$ cat src/design/kpu_pkg.sv
package kpu_pkg;

  // field widths of the item and result ports
  localparam int SIZE_W = 4;
  localparam int RANK_W = 29;
  localparam int ELEM_W = 4;

  // default largest set size
  localparam int MAX_N_DEF = 12;

  // factorial of 0..15, saturated at 2^29 (beyond any rank value)
  localparam int FACT_W = RANK_W + 1;
  localparam logic [FACT_W-1:0] FACT_SAT [16] = '{
    30'd1,         30'd1,         30'd2,         30'd6,
    30'd24,        30'd120,       30'd720,       30'd5040,
    30'd40320,     30'd362880,    30'd3628800,   30'd39916800,
    30'd479001600, 30'd536870912, 30'd536870912, 30'd536870912
  };

  // controller to datapath commands
  typedef struct packed {
    logic load;     // take a new item
    logic step_hi;  // upper two quotient bits
    logic step_lo;  // lower two quotient bits, pick and emit an element
  } cmd_t;

  // datapath to controller status
  typedef struct packed {
    logic bad;   // item at the inputs gives an error result
    logic last;  // one element left in the list
  } stat_t;

endpackage

$ cat src/design/kpu_ctrl.sv
module kpu_ctrl (
  input  logic          clk_i,
  input  logic          rst_ni,
  input  logic          start_i,
  input  kpu_pkg::stat_t stat_i,
  output kpu_pkg::cmd_t  cmd_o,
  output logic          busy_o
);
  import kpu_pkg::*;

  typedef enum logic [2:0] {
    ST_IDLE = 3'b001,
    ST_HI   = 3'b010,
    ST_LO   = 3'b100
  } state_e;

  state_e state_q, state_d;

  // next state and commands
  always_comb begin
    state_d = state_q;
    cmd_o   = '0;
    unique case (state_q)
      ST_IDLE: begin
        if (start_i) begin
          cmd_o.load = 1'b1;
          // an error result leaves straight from the load
          if (!stat_i.bad) begin
            state_d = ST_HI;
          end
        end
      end
      ST_HI: begin
        cmd_o.step_hi = 1'b1;
        state_d       = ST_LO;
      end
      ST_LO: begin
        cmd_o.step_lo = 1'b1;
        state_d       = stat_i.last ? ST_IDLE : ST_HI;
      end
      default: begin
        state_d = ST_IDLE;
      end
    endcase
  end

  always_ff @(posedge clk_i or negedge rst_ni) begin
    if (!rst_ni) begin
      state_q <= ST_IDLE;
    end else begin
      state_q <= state_d;
    end
  end

  assign busy_o = (state_q != ST_IDLE);

endmodule

$ cat src/design/kpu_dp.sv
module kpu_dp #(
  parameter int MAX_N = kpu_pkg::MAX_N_DEF
) (
  input  logic                        clk_i,
  input  logic                        rst_ni,
  input  kpu_pkg::cmd_t               cmd_i,
  output kpu_pkg::stat_t              stat_o,
  input  logic [kpu_pkg::SIZE_W-1:0]  set_size_i,
  input  logic [kpu_pkg::RANK_W-1:0]  rank_i,
  output logic                        valid_o,
  output logic [kpu_pkg::ELEM_W-1:0]  element_o,
  output logic                        last_o,
  output logic                        bad_rank_o
);
  import kpu_pkg::*;

  localparam int IW = (MAX_N > 1) ? $clog2(MAX_N) : 1;
  localparam int EW = $clog2(MAX_N + 1);
  localparam int MW = FACT_W + 4;
  localparam logic [5:0] MaxNV = 6'(MAX_N);

  logic [SIZE_W-1:0] m_q, m_d;
  logic [RANK_W-1:0] r_q, r_d;
  logic [1:0]        qh_q, qh_d;
  logic [EW-1:0]     avail_q [MAX_N];
  logic [EW-1:0]     avail_d [MAX_N];
  logic              valid_q, valid_d;
  logic [EW-1:0]     elem_q, elem_d;
  logic              last_q, last_d;
  logic              bad_q, bad_d;

  logic [FACT_W-1:0] fact;
  logic [MW-1:0]     base, b1, b2, b3, r_w, sub_v;
  logic [1:0]        qd;
  logic [SIZE_W-1:0] q_raw, q_c;
  logic [IW-1:0]     qi;

  // range check of the item at the inputs
  assign stat_o.bad  = (set_size_i == '0) || ({2'b00, set_size_i} > MaxNV) ||
                       (rank_i == '0) || ({1'b0, rank_i} > FACT_SAT[set_size_i]);
  assign stat_o.last = (m_q == SIZE_W'(1));

  // one radix-4 digit of rank / (m-1)!, upper pair then lower pair
  assign fact  = FACT_SAT[SIZE_W'(m_q - SIZE_W'(1))];
  assign base  = cmd_i.step_hi ? (MW'(fact) << 2) : MW'(fact);
  assign b1    = base;
  assign b2    = base << 1;
  assign b3    = b1 + b2;
  assign r_w   = MW'(r_q);

  always_comb begin
    priority if (r_w >= b3) begin
      qd = 2'd3; sub_v = b3;
    end else if (r_w >= b2) begin
      qd = 2'd2; sub_v = b2;
    end else if (r_w >= b1) begin
      qd = 2'd1; sub_v = b1;
    end else begin
      qd = 2'd0; sub_v = '0;
    end
  end

  // clamp the index into the remaining list
  assign q_raw = {qh_q, qd};
  assign q_c   = (q_raw >= m_q) ? SIZE_W'(m_q - SIZE_W'(1)) : q_raw;
  assign qi    = IW'(q_c);

  // next values
  always_comb begin
    m_d     = m_q;
    r_d     = r_q;
    qh_d    = qh_q;
    avail_d = avail_q;
    valid_d = 1'b0;
    elem_d  = elem_q;
    last_d  = last_q;
    bad_d   = bad_q;
    if (cmd_i.load) begin
      m_d = set_size_i;
      r_d = RANK_W'(rank_i - RANK_W'(1));
      for (int i = 0; i < MAX_N; i++) begin
        avail_d[i] = EW'(i + 1);
      end
      if (stat_o.bad) begin
        valid_d = 1'b1;
        elem_d  = '0;
        last_d  = 1'b1;
        bad_d   = 1'b1;
      end
    end else if (cmd_i.step_hi) begin
      qh_d = qd;
      r_d  = RANK_W'(r_w - sub_v);
    end else if (cmd_i.step_lo) begin
      r_d     = RANK_W'(r_w - sub_v);
      m_d     = SIZE_W'(m_q - SIZE_W'(1));
      valid_d = 1'b1;
      elem_d  = avail_q[qi];
      last_d  = stat_o.last;
      bad_d   = 1'b0;
      // close the gap left by the picked element
      for (int i = 0; i < MAX_N - 1; i++) begin
        if (IW'(i) >= qi) begin
          avail_d[i] = avail_q[i + 1];
        end
      end
    end
  end

  // control registers
  always_ff @(posedge clk_i or negedge rst_ni) begin
    if (!rst_ni) begin
      valid_q <= 1'b0;
      m_q     <= '0;
    end else begin
      valid_q <= valid_d;
      m_q     <= m_d;
    end
  end

  // payload registers
  always_ff @(posedge clk_i) begin
    r_q     <= r_d;
    qh_q    <= qh_d;
    avail_q <= avail_d;
    elem_q  <= elem_d;
    last_q  <= last_d;
    bad_q   <= bad_d;
  end

  assign valid_o    = valid_q;
  assign element_o  = ELEM_W'(elem_q);
  assign last_o     = last_q;
  assign bad_rank_o = bad_q;

  // an error result is always the only one
  a_bad_is_last: assert property (@(posedge clk_i) disable iff (!rst_ni)
    (valid_q && bad_q) |-> last_q)
    else $error("error result not flagged last");

  // a good element is never zero
  a_elem_nonzero: assert property (@(posedge clk_i) disable iff (!rst_ni)
    (valid_q && !bad_q) |-> (elem_q != '0))
    else $error("zero element in a good result");

  // the list is used up exactly at the last good element
  a_last_empty: assert property (@(posedge clk_i) disable iff (!rst_ni)
    (valid_q && !bad_q) |-> (last_q == (m_q == '0)))
    else $error("last flag out of step with the list");

  // selecting an element needs a non-empty list
  a_step_nonempty: assert property (@(posedge clk_i) disable iff (!rst_ni)
    (cmd_i.step_hi || cmd_i.step_lo) |-> (m_q != '0))
    else $error("step with an empty list");

endmodule

$ cat src/design/kth_permutation_unrank_unit.sv
// the first element is strobed from the result register after the ST_HI and ST_LO steps that
// follow acceptance, each further one after another ST_HI, ST_LO pair; busy stays high
// through these steps and the next item is taken once the unit is back in idle; each element
// costs two radix-4 steps of the shared compare-subtract unit that divides the rank by (m-1)!
// an error item gives one result in the cycle after acceptance and the unit stays idle
// results are strobed for one cycle each; the receiver cannot stall
// rst_ni is asynchronous, active low, and returns the unit to idle with no result pending
module kth_permutation_unrank_unit #(
  parameter int MAX_N = kpu_pkg::MAX_N_DEF
) (
  input  logic                        clk_i,
  input  logic                        rst_ni,
  input  logic                        start_i,
  output logic                        busy_o,
  input  logic [kpu_pkg::SIZE_W-1:0]  set_size_i,
  input  logic [kpu_pkg::RANK_W-1:0]  rank_i,
  output logic                        valid_o,
  output logic [kpu_pkg::ELEM_W-1:0]  element_o,
  output logic                        last_o,
  output logic                        bad_rank_o
);
  import kpu_pkg::*;

  cmd_t  cmd;
  stat_t stat;

  // sequencer
  kpu_ctrl u_ctrl (
    .clk_i  (clk_i),
    .rst_ni (rst_ni),
    .start_i(start_i),
    .stat_i (stat),
    .cmd_o  (cmd),
    .busy_o (busy_o)
  );

  // divider, element list and result registers
  kpu_dp #(
    .MAX_N(MAX_N)
  ) u_dp (
    .clk_i     (clk_i),
    .rst_ni    (rst_ni),
    .cmd_i     (cmd),
    .stat_o    (stat),
    .set_size_i(set_size_i),
    .rank_i    (rank_i),
    .valid_o   (valid_o),
    .element_o (element_o),
    .last_o    (last_o),
    .bad_rank_o(bad_rank_o)
  );

endmodule
$ cat config.mk
export PLATFORM = sky130hd
export DESIGN_NAME = kth_permutation_unrank_unit
export DESIGN_NICKNAME = d
export VERILOG_FILES = /design/src/design/kpu_pkg.sv /design/src/design/kpu_ctrl.sv /design/src/design/kpu_dp.sv /design/src/design/kth_permutation_unrank_unit.sv
export SDC_FILE = /design/constraint.sdc
export NUM_CORES = 1
export LEC_CHECK = 0
export ABC_AREA = 1
export BUFFER_PORTS_ARGS = -buffer_cell sky130_fd_sc_hd__buf_2
export CORE_UTILIZATION = 35
export CTS_BUF_LIST = sky130_fd_sc_hd__clkbuf_4 sky130_fd_sc_hd__clkbuf_8 sky130_fd_sc_hd__clkbuf_16
export DETAILED_ROUTE_END_ITERATION = 16
export PLACE_DENSITY = 0.54
export SETUP_SLACK_MARGIN = 0.3
export SLEW_MARGIN = 20
export SYNTH_ARGS = -nofsm -noshare
export SYNTH_HDL_FRONTEND = slang
export SYNTH_SLANG_ARGS = --single-unit
$ cat constraint.sdc
create_clock -name clk_i -period 11.25 [get_ports clk_i]
set_clock_uncertainty 0.05 [all_clocks]
set_input_delay 1.125 -clock clk_i [delete_from_list [all_inputs] [get_ports clk_i]]
set_output_delay 1.125 -clock clk_i [all_outputs]
set_load 0.05 [all_outputs]
---- Word-level counts from Yosys, hierarchy flattened ----
Memories as Yosys holds them, arrays and structs flattened.
Index checks and enable logic that the tools add are counted.
operators by class
  order comparisons ....................... 20
  equal/unequal tests ..................... 9
  mux-type cells .......................... 44
  reduce and logical (&&, ||, !) cells .... 22
  add/subtract/negate cells ............... 4
  bitwise operators ....................... 5
operator list
  cell                                                              number
  2-to-1 mux 29 bit                                                 6
  2-to-1 mux 30 bit                                                 4
  2-to-1 mux 4 bit                                                  10
  AND reduction 3 bit                                               12
  adder 32 x 33 -> 34 bit                                           1
  greater-or-equal comparator 29 x 34 -> 1 bit                      1
  greater-or-equal comparator 29 x 33 -> 1 bit                      1
  greater-or-equal comparator 29 x 32 -> 1 bit                      1
  2-to-1 mux 32 bit                                                 1
  greater-than comparator 29 x 30 -> 1 bit                          1
  zero test 29 bit                                                  1
  subtractor 29 x 1 -> 29 bit, second input constant                1
  subtractor 29 bit                                                 1
  binary-select mux 4 bit (select 4 bit)                            1
  greater-or-equal comparator 3 x 4 -> 1 bit, first input constant  4
  2-to-1 mux 1 bit                                                  16
  greater-or-equal comparator 5 bit, second input constant          3
  inverter 4 -> 5 bit                                               3
  greater-or-equal comparator 4 bit, first input constant           3
  one-hot mux 3 bit (3 select lines)                                1
  greater-or-equal comparator 1 x 4 -> 1 bit, first input constant  2
  greater-or-equal comparator 2 x 4 -> 1 bit, first input constant  2
  2-to-1 mux 2 bit                                                  3
  2-to-1 mux 3 bit                                                  2
  other kinds (16)                                                  23
word-level totals
  input bits .............................. 36
  memory bits (read-only) ................. 960
  memories kept ........................... 2
  word-level logic and storage cells ...... 125
  flip-flop bits (word level) ............. 85
memory list
  name              depth  width  read ports  clocked after Yosys merged registers in  write ports  RTL line      source
  (name not given)  16     30     1           0                                        0            kpu_dp.sv:40  (rank_i == '0) || ({1'b0, rank_i} > FACT_SAT[set_size_i]);
  (name not given)  16     30     1           0                                        0            kpu_dp.sv:44  assign fact = FACT_SAT[SIZE_W'(m_q - SIZE_W'(1))];

---- Logic depth before layout (Yosys ltp) ----
Gate-level depths: netlist of run 1.
  depth in word-level cells ............... 19
  depth in mapped cells ................... 65
  mapped depth without buffers ............ 64

---- Cells and area by module ----
From an unflattened synthesis of run 1, not the netlist that was laid out.
unflattened totals
  cells, all modules ...................... 1724
  area, all modules ....................... 11394.7 sq um
modules (own cells, without submodules)
  module    cells each  instances  area each (sq um)  sequential area each (sq um)
  kpu_dp    1701        1          11227.0            2016.9
  kpu_ctrl  23          1          167.7              76.3

---- Worst setup path after synthesis of run 1 ----
Ideal clock, no wire load.
  path kind ............................... flip-flop to flip-flop
  start ................................... register u_dp.m_q[0]
  end ..................................... register u_dp.r_q[26], data pin
  data arrival time ....................... 7.357 ns
  cell stages (with the launch flop) ...... 59
  clock period less this slack ............ 7.675 ns
  path buffers ............................ 4
  slack ................................... 3.575 ns
  cell sequence ........................... dfrtp_1 > nor2_1 > nand2_1 > nand2_1 > nand2_4 > buf_2 > inv_1 > nor2_1 > nand2_1 > inv_1 > nor2_1 > inv_1 > o21ai_0 > inv_1 > ha_1 > nand2_1 > o31ai_1 > nand2_1 > [... 23 more ...] > o21ai_0 > ha_1 > inv_1 > nor3_1 > nand2_1 > o211ai_1 > inv_1 > o21ai_0 > nand2_1 > o211ai_1 > nand2_1 > o211ai_1 > nand2_1 > nand2_1 > inv_1 > o21ai_0 > xor2_1 > o21ai_0
on the way
  word-level cells in the longest chain between the ends .. 14
RTL lines
  item                                                             RTL line                    source
  start: declaration                                               kpu_dp.sv:22                logic [SIZE_W-1:0] m_q, m_d;
  start signal: assignment                                         kpu_dp.sv:116               m_q <= m_d;
  subtractor 4 x 1 -> 4 bit (*)                                    kpu_dp.sv:44
  inverter 4 -> 5 bit (implied by the code) (*)                    kpu_dp.sv:44
  memory read (16 x 30 bit) (*)                                    --
  2-to-1 mux 30 bit (implied by the code) (*) (2 in a row)         kpu_dp.sv:44
  2-to-1 mux 32 bit (*)                                            kpu_dp.sv:45                assign base = cmd_i.step_hi ? (MW'(fact) << 2) : MW'(fact);
  branches (longest 3 deep; another with adder 32 x 33 -> 34 bit)  --
  2-to-1 mux 29 bit (*)                                            kpu_dp.sv:52                priority if (r_w >= b3) begin
  subtractor 29 bit (*)                                            kpu_dp.sv:92, kpu_dp.sv:94
  2-to-1 mux 29 bit                                                kpu_dp.sv:93                end else if (cmd_i.step_lo) begin
  2-to-1 mux 29 bit (*)                                            kpu_dp.sv:90                end else if (cmd_i.step_hi) begin
  2-to-1 mux 29 bit (*)                                            kpu_dp.sv:78                if (cmd_i.load) begin
  net u_dp.r_d[26]                                                 kpu_dp.sv:23                logic [RANK_W-1:0] r_q, r_d;
  end signal: assignment                                           kpu_dp.sv:122               r_q <= r_d;
  end: declaration                                                 kpu_dp.sv:23
Mark *: on every way through the listed nets, which the timed path passes. The select of a mux whose other input is x is not followed.
A chain may end at the register's enable or synchronous reset.

---- Worst setup path in the final report of run 1 ----
Ends and elaborated chain as after synthesis.

==> summary.md, run 1 <==
| Metric | Value |
|---|---|
| Status | `complete, no violations` |
| Area delta synth->final | `8.65%` |
| Xor/xnor cell area share of the yosys netlist | `under 10%` |
| Routed WL per cell | `between 15 and 20 um` |
| Die width | `approximately 180 um` |
| Netlist cell types | `55` |
| Hold-fix buffers, CTS | `0` |
| Crit path max fanout | `49` |
| WP buf/inv | `8` |
| Largest net degree at the start of global routing | `65` |
| Fin crit share | `85.4%` |
| WP data required | `~11,000 ps` |
| Vias post-DR | `between 10,000 and 15,000` |
| Drt via density | `5.14` |
| Area leader, netlist | `ha_1` |
| Fin. Hold Viols | `0` |
| Least-Margin Pin Slew | `a little over 900 ps` |
| Simple-Gate Fraction of Synth Area | `roughly 29%` |
| Worst-Skew Late Latency | `about 360 ps` |
| Crit path max-delay family | `compound AO/OA/AOI/OAI gates` |
| Longest Clk Path Bufs | `2` |
| CP max-delay cell | `o21ai_0` |
| Root buf cell | `clkbuf_16` |
| Max Fclk | `0.104 GHz` |
| HPWL Detailed | `between 20,000 and 30,000 um` |
| Final setup vio count | `0` |
| Crit path capture type | `register` |
| RSZ-0062 raised after global routing | `no` |
| Inserted Clock Buffers | `9` |
| Syn Inst Count | `between 1,500 and 2,000` |
| Gr ovfl total | `0` |
| Final cell count without fillers | `about 2,200` |
| Post-synthesis sequential area ratio | `between 10% and 20%` |
| PortBufs | `43` |
| Die height | `between 150 and 200 um` |
| Top cells by area, synth | `ha_1, nand2_1, edfxtp_1` |
| EDFF count, synth | `37` |
| Slew Limit Headroom | `38.7%` |
| Final Util | `approximately two fifths` |
| Placed insts | `around 2,200` |
| Full die area | `approximately 33,000 um2` |
| DRC viols | `0` |
| Fin. max-slew vios | `0` |
| Adder-Cell Fraction of Synth Area | `20.9%` |
| Min-Delay Path Class | `register to register` |
| CP Launch Type | `register` |
| Metal-1 WL | `18,000 um` |
| TritonCTS Sinks | `between 80 and 90` |
| Gpl congestion | `between 1 and 1.5` |
| Reg2reg setup slack | `approximately 1600 ps` |
| H-tree Lvls | `3` |
| Post-synthesis compound-gate area fraction | `19.5%` |
| # nets final | `1,987` |
| Clk slew on worst S/H paths | `approximately 70 ps` |
| First-pass GRT wire length | `56,600 um` |
| Post-synth top flop | `dfxtp_1` |
| Data arrival, critical path | `between 9000 and 10,000 ps` |
| Routed Antenna Nets | `0` |
| Share of cells above drive strength 1 | `under 10%` |
| Async SR Flop Fraction | `under 10%` |
| Setup TNS | `0 ps` |
| Most common cell in the netlist | `nand2_1` |
| Kind of critical path | `register to register` |
| Mux contribution to synthesized area | `0%` |
| Yosys Warn Count | `0` |
| Core ar. | `31,800 um2` |
| WL met3 | `approximately 1400 um` |
| Number of DRC markers in iteration 0 | `about 800` |
| Setup Fix Bufs, Post-CTS | `0` |
| Avg Inst Size Synth | `~6.6 um2` |
| Maxcap violations | `0` |
| Vias in the first global route | `between 10,000 and 15,000` |
| Gr usage total | `~21%` |
| Post-cts sizing count | `0` |
| Top Layer Used | `met4` |
| Post-synth top area share | `20.5%` |
| CP most frequent cell | `nand2_1` |
| CTS tree | `done` |
| N_diodes | `0` |
| Drt first pass iters | `5` |
| Met2 wire len | `approximately 15,000 um` |
| Mapped Area | `about 11,000 um2` |
| Post-layout min period | `9610 ps` |
| I/O pins | `44` |
| Slowest stage delay, CP | `~710 ps` |
| Initial antenna violation count | `0` |
| Main combinational cell family by area after synthesis | `simple AND/OR/NAND/NOR gates` |
| FP Rows | `between 60 and 70` |
| Initial core utilization | `roughly 36%` |
| Final wirelength | `34,900 um` |
| FF+latch count, synth | `84` |
| Post-synth top cells | `nand2_1, inv_1, ha_1` |
| Post-Syn Nets | `1,963` |
-- cell type report --
class	count	area [um2]
Sequential cell	84	2090
Clock inverter	7	104
Tap cell	435	544
Fill cell	3434	19400
Multi-Input combinational cell	1390	8300
Timing Repair Buffer	50	268
Inverter	227	852
Clock buffer	9	225
-- state kept, by name, indices dropped and copies added, names as in the netlist --
signal and count:
u_ctrl.state_q 3, u_dp.avail_q 39, u_dp.bad_rank_o 1, u_dp.element_o 4, u_dp.last_o 1, u_dp.m_q 4, u_dp.qh_q 2, u_dp.r_q 29
u_dp.valid_o 1
-- worst paths after layout --
check,start,endpoint,depth (start not counted)
min in group asynchronous,rst_ni,u_dp.valid_o$_DFF_PN0_,1
worst min-delay path,u_dp.avail_q[46]$_SDFFE_PP0P_,u_dp.avail_q[46]$_SDFFE_PP0P_,2
worst max-delay path,u_dp.m_q[0]$_DFFE_PN0P_,u_dp.r_q[26]$_DFFE_PP_,54
worst min register to register,u_dp.avail_q[46]$_SDFFE_PP0P_,u_dp.avail_q[46]$_SDFFE_PP0P_,2
max in group asynchronous,rst_ni,u_ctrl.state_q[0]$_DFFE_PN1P_,1
worst max register to register,u_dp.m_q[0]$_DFFE_PN0P_,u_dp.r_q[26]$_DFFE_PP_,54
-- metal layers --
metal  global-route usage [%]  up-vias
met2                     32.9      242
met4                     6.72        0
met1                     31.3     5091
met5                        0        -
li1                         -     5947
met3                     2.14       41
-- through the flow --
stage	hold slack (ps)	setup WS, ps	instance area (um2)
2_1_floorplan	380	3570	11400
3_3_place_gp	391	1890	12100
3_5_place_dp	398	1730	12100
4_1_cts	410	1700	12400
5_1_grt	437	558	12400
6_report	405	1640	12400
-- cells by family (layout without fill, tap and decap cells) --
| family | after synthesis | in the layout |
|---|---|---|
| and+or+nand+nor | 748 | 748 |
| AOI/OAI and AO/OA | 404 | 404 |
| buffers and inverters | 264 | 293 |
| adders and majority gates | 189 | 189 |
| DFF | 84 | 84 |
| xor gates and xnor gates | 49 | 49 |
-- cells in the final DEF, fill, tap and decap left out, drive strengths merged, types with 2 or more instances in the layout --
cell / count
nand2: 398
inv: 230
ha: 187
o21ai: 164
nor2: 163
a21oi: 158
nand3: 97
buf: 50
dfxtp: 39
edfxtp: 37
nor3: 34
nand4: 25
xor2: 25
xnor2: 24
o22ai: 22
o211ai: 14
or2: 12
a21o: 12
clkbuf: 9
a31oi: 7
dfrtp: 7
o221ai: 6
nand3b: 6
nor4: 5
o21a: 5
o31ai: 5
o21bai: 3
and3: 2
a211oi: 2
nor3b: 2
and2: 2
a21boi: 2
fa: 2
bufinv: 2
clkinvlp: 2
-- worst reg2reg max path: cells and delay by family (launching register included) --
kind / cells / cell delay (ps)
AO/OA/AOI/OAI: 12 / 3040
AND/OR/NAND/NOR: 28 / 2940
flip-flops: 1 / 490
buffers and inverters: 8 / 1130
XOR/XNOR: 2 / 310
adder cells (fa/ha/maj): 4 / 1370
Power of run 1 is not shown: default switching activity piles up to over one toggle a cycle in this logic, so the estimate is an artifact.
==> inputs of run 2 (changes only) <==
- ABC_AREA: 1 -> unset
- CTS_CLUSTER_SIZE: unset -> 20
==> run 2 against run 1 <==
  * Fmax decreased by 6.6%
  * Synthesized cell count is 17% lower
  * Count of clock-buffer cells in the layout is 3 higher
  * Sequential cell count stayed put
  * Largest cell class unchanged
==> summary.md, run 2 <==
| Metric | Value |
|---|---|
| Max reg flops | `39 (unchanged)` |
| Gr busiest metal | `met2` |
| Top cells by area, synth | `ha_1, edfxtp_1, dfxtp_1` |
| Routed Antenna Nets | `0 (unchanged)` |
| Post-synth top area share | `20.6% (+0.11 points)` |
| Avg Inst Size Synth | `7.83 um2 (+19%)` |
| Routed WL per cell | `18.5 um (+17%)` |
| WP data required | `11,270 ps (-20 ps)` |
| Fin. Hold Viols | `0 (unchanged)` |
| Largest regs | `u_dp.avail_q x39, u_dp.r_q x29` |
| Most frequent cells in the layout | `ha_1, nand2_1, a21oi_1` |
| Mapped Area | `11,300 um2 (-0.54%)` |
| Status | `complete, no violations` |
| RSZ-0062 raised after global routing | `no` |
| Met2 GRT Util | `33.0% (+0.11 points)` |
| Share of cells above drive strength 1 | `7.61% (+0.82 points)` |
| Data arrival, critical path | `10,300 ps (+650 ps)` |
| Slew Limit Headroom | `39.1% (+0.42 points)` |
| Inserted Clock Buffers | `9 (unchanged)` |
| Kind of critical path | `register to register` |
| CP Launch Type | `register` |
| Async SR Flop Fraction | `9.52% (unchanged)` |
| Met3 GRT Util | `1.76% (-0.37 points)` |
| Max Fclk | `0.0973 GHz (-6.6%)` |
| Area leader, netlist | `ha_1` |
| Post-Syn Nets | `1,674 (-15%)` |
| Simple-Gate Fraction of Synth Area | `21.1% (-7.5 points)` |
| Post-synth top cells | `ha_1, nand2_1, a21oi_1` |
| Drt first pass iters | `7 (+2)` |
| Least-Margin Pin Slew | `904 ps (-6.19 ps)` |
| Fill count | `3,323 (-3.2%)` |
| TritonCTS Sinks | `84 (unchanged)` |
| Crit path max fanout | `17 (-65%)` |
| Vias post-DR | `10,800 (-4.5%)` |
| I/O pins | `44 (unchanged)` |
| Area delta synth->final | `8.22%` |
| Vias in the first global route | `10,200 (-4.5%)` |
| Core ar. | `31,700 um2 (-0.26%)` |
| CP most frequent cell | `o21ai_0` |
| FF+latch count, synth | `84 (unchanged)` |
| EDFF count, synth | `37 (unchanged)` |
| Die height | `182 um (-0.27%)` |
| Setup Fix Bufs, Post-CTS | `0 (unchanged)` |
| Yosys Warn Count | `0 (unchanged)` |
| Longest Clk Path Bufs | `2 (unchanged)` |
| Gpl congestion | `0.934 (-7.1%)` |
| Post-layout min period | `10,280 ps (+675 ps)` |
| Post-cts sizing count | `0 (unchanged)` |
| Xor/xnor cell area share of the yosys netlist | `5.87% (+2.1 points)` |
| Top reg by flops | `u_dp.avail_q` |
| DRC viols | `0 (unchanged)` |
| PortBufs | `43 (unchanged)` |
| Fin. max-slew vios | `0 (unchanged)` |
| Final setup vio count | `0 (unchanged)` |
| Gr usage total | `21.1% (-0.40 points)` |
| Root buf cell | `clkbuf_16` |
| CP max-delay cell | `o21ai_0` |
| Most common cell in the netlist | `ha_1` |
| Fin crit share | `91.4% (+6.0 points)` |
| Initial antenna violation count | `0 (unchanged)` |
| Main combinational cell family by area after synthesis | `compound AO/OA/AOI/OAI gates` |
| Met1 usage | `30.2% (-1.1 points)` |
| Post-synth top flop | `dfxtp_1` |
| N_diodes | `0 (unchanged)` |
| # nets final | `1,692 (-15%)` |
| Full die area | `33,100 um2 (-0.53%)` |
| Post-synthesis sequential area ratio | `18.5% (+0.099 points)` |
| Commonest non-fill, non-tap cell in the layout | `ha_1` |
| HPWL Detailed | `28,000 um (-2.3%)` |
| Drt via density | `5.77 (+12%)` |
| Worst-Skew Late Latency | `350 ps (about the same)` |
| Syn Inst Count | `1,449 (-17%)` |
| Adder-Cell Fraction of Synth Area | `21.0% (+0.11 points)` |
| Crit path capture type | `register` |
| Slowest stage delay, CP | `640 ps (-70 ps)` |
| First-pass GRT wire length | `55,400 um (-2.1%)` |
| Mux contribution to synthesized area | `3.37% (+3.4 points)` |
| Netlist cell types | `79 (+44%)` |
| Initial core utilization | `35.8% (-0.10 points)` |
| Gr ovfl total | `0 (unchanged)` |
| Largest net degree at the start of global routing | `57 (-12%)` |
| Setup TNS | `0 ps (unchanged)` |
| Die width | `182 um (-0.27%)` |
| Post-synthesis compound-gate area fraction | `26.0% (+6.5 points)` |
| Clk slew on worst S/H paths | `70 ps (about the same)` |
| H-tree Lvls | `3 (unchanged)` |
| CTS tree | `done` |
| FP Rows | `65 (unchanged)` |
| Maxcap violations | `0 (unchanged)` |
| Hold-fix buffers, CTS | `0 (unchanged)` |
| Final wirelength | `34,700 um (-0.75%)` |
| Number of DRC markers in iteration 0 | `849 (+6.7%)` |
| Min-Delay Path Class | `register to register` |
==> run 2: cell count changes in the layout (fill, tap and decap cells not counted), sizes merged, moves of 44 or more <==
cell,change
nand2,-222
inv,-162
nor2,-66
nand3,-60
o21ai,-59
a21o,+44
==> run 2: layer usage <==
| layer | wire length (um) | part of all wire, % |
|---|---|---|
| met1 | 17200 | 50 |
| met2 | 15000 | 43 |
| met3 | 1610 | 4.6 |
| met4 | 903 | 2.6 |
| met5 | 0 | 0 |
==> run 2: cell type report <==
| type | count | area, um2 | area share [%] |
|---|---|---|---|
| Tap cell | 402 | 503 | 4.10 |
| Inverter | 64 | 240 | 1.96 |
| Clock buffer | 12 | 283 | 2.30 |
| Clock inverter | 4 | 32.5 | 0.265 |
| Multi-Input combinational cell | 1248 | 8780 | 71.5 |
| Timing Repair Buffer | 60 | 343 | 2.79 |
| Sequential cell | 84 | 2090 | 17.1 |
==> run 2: worst paths after layout <==
| kind | endpoint | cells after the start | from | slack [ps] |
|---|---|---|---|---|
| max | u_dp.r_q[25]$_DFFE_PP_ | 34 | u_dp.m_q[1]$_DFFE_PN0P_ | 970 |
| min | u_dp.avail_q[6]$_SDFFE_PP0P_ | 2 | u_dp.avail_q[6]$_SDFFE_PP0P_ | 420 |
| max reg2reg | u_dp.r_q[25]$_DFFE_PP_ | 34 | u_dp.m_q[1]$_DFFE_PN0P_ | 970 |
| min reg2reg | u_dp.avail_q[6]$_SDFFE_PP0P_ | 2 | u_dp.avail_q[6]$_SDFFE_PP0P_ | 420 |
| max in group asynchronous | u_ctrl.state_q[0]$_DFFE_PN1P_ | 1 | rst_ni | 10370 |
| min in group asynchronous | u_dp.valid_o$_DFF_PN0_ | 1 | rst_ni | 540 |
==> run 2: cell families after synthesis <==
kind of cell | after synthesis
AO/OA/AOI/OAI | 452
XOR/XNOR | 76
adder cells (fa/ha/maj) | 189
buffers and inverters | 117
flip-flops | 84
multiplexers | 38
AND/OR/NAND/NOR | 493
==> run 2: worst max-delay path, delay by kind of cell, from the launching register on <==
kind | cells | cell delay (ps)
buffers and inverters | 2 | 410
AO/OA/AOI/OAI | 21 | 5730
adder cells (fa/ha/maj) | 4 | 1300
flip-flops | 1 | 630
XOR/XNOR | 3 | 740
AND/OR/NAND/NOR | 4 | 1120
==> run 2: metrics by stage <==
stage	instance area, um2	utilization (%)	worst slack [ps]	hold WS, ps	instances
6_report	12300	38.7	968	422	1874
5_1_grt	12300	38.7	312	446	1874
4_1_cts	12300	38.7	845	429	1874
3_5_place_dp	11900	37.7	916	418	1858
3_3_place_gp	11900	37.7	1110	400	1858
2_1_floorplan	11300	-	2360	385	1449
Power of run 2 is left out for the same reason.
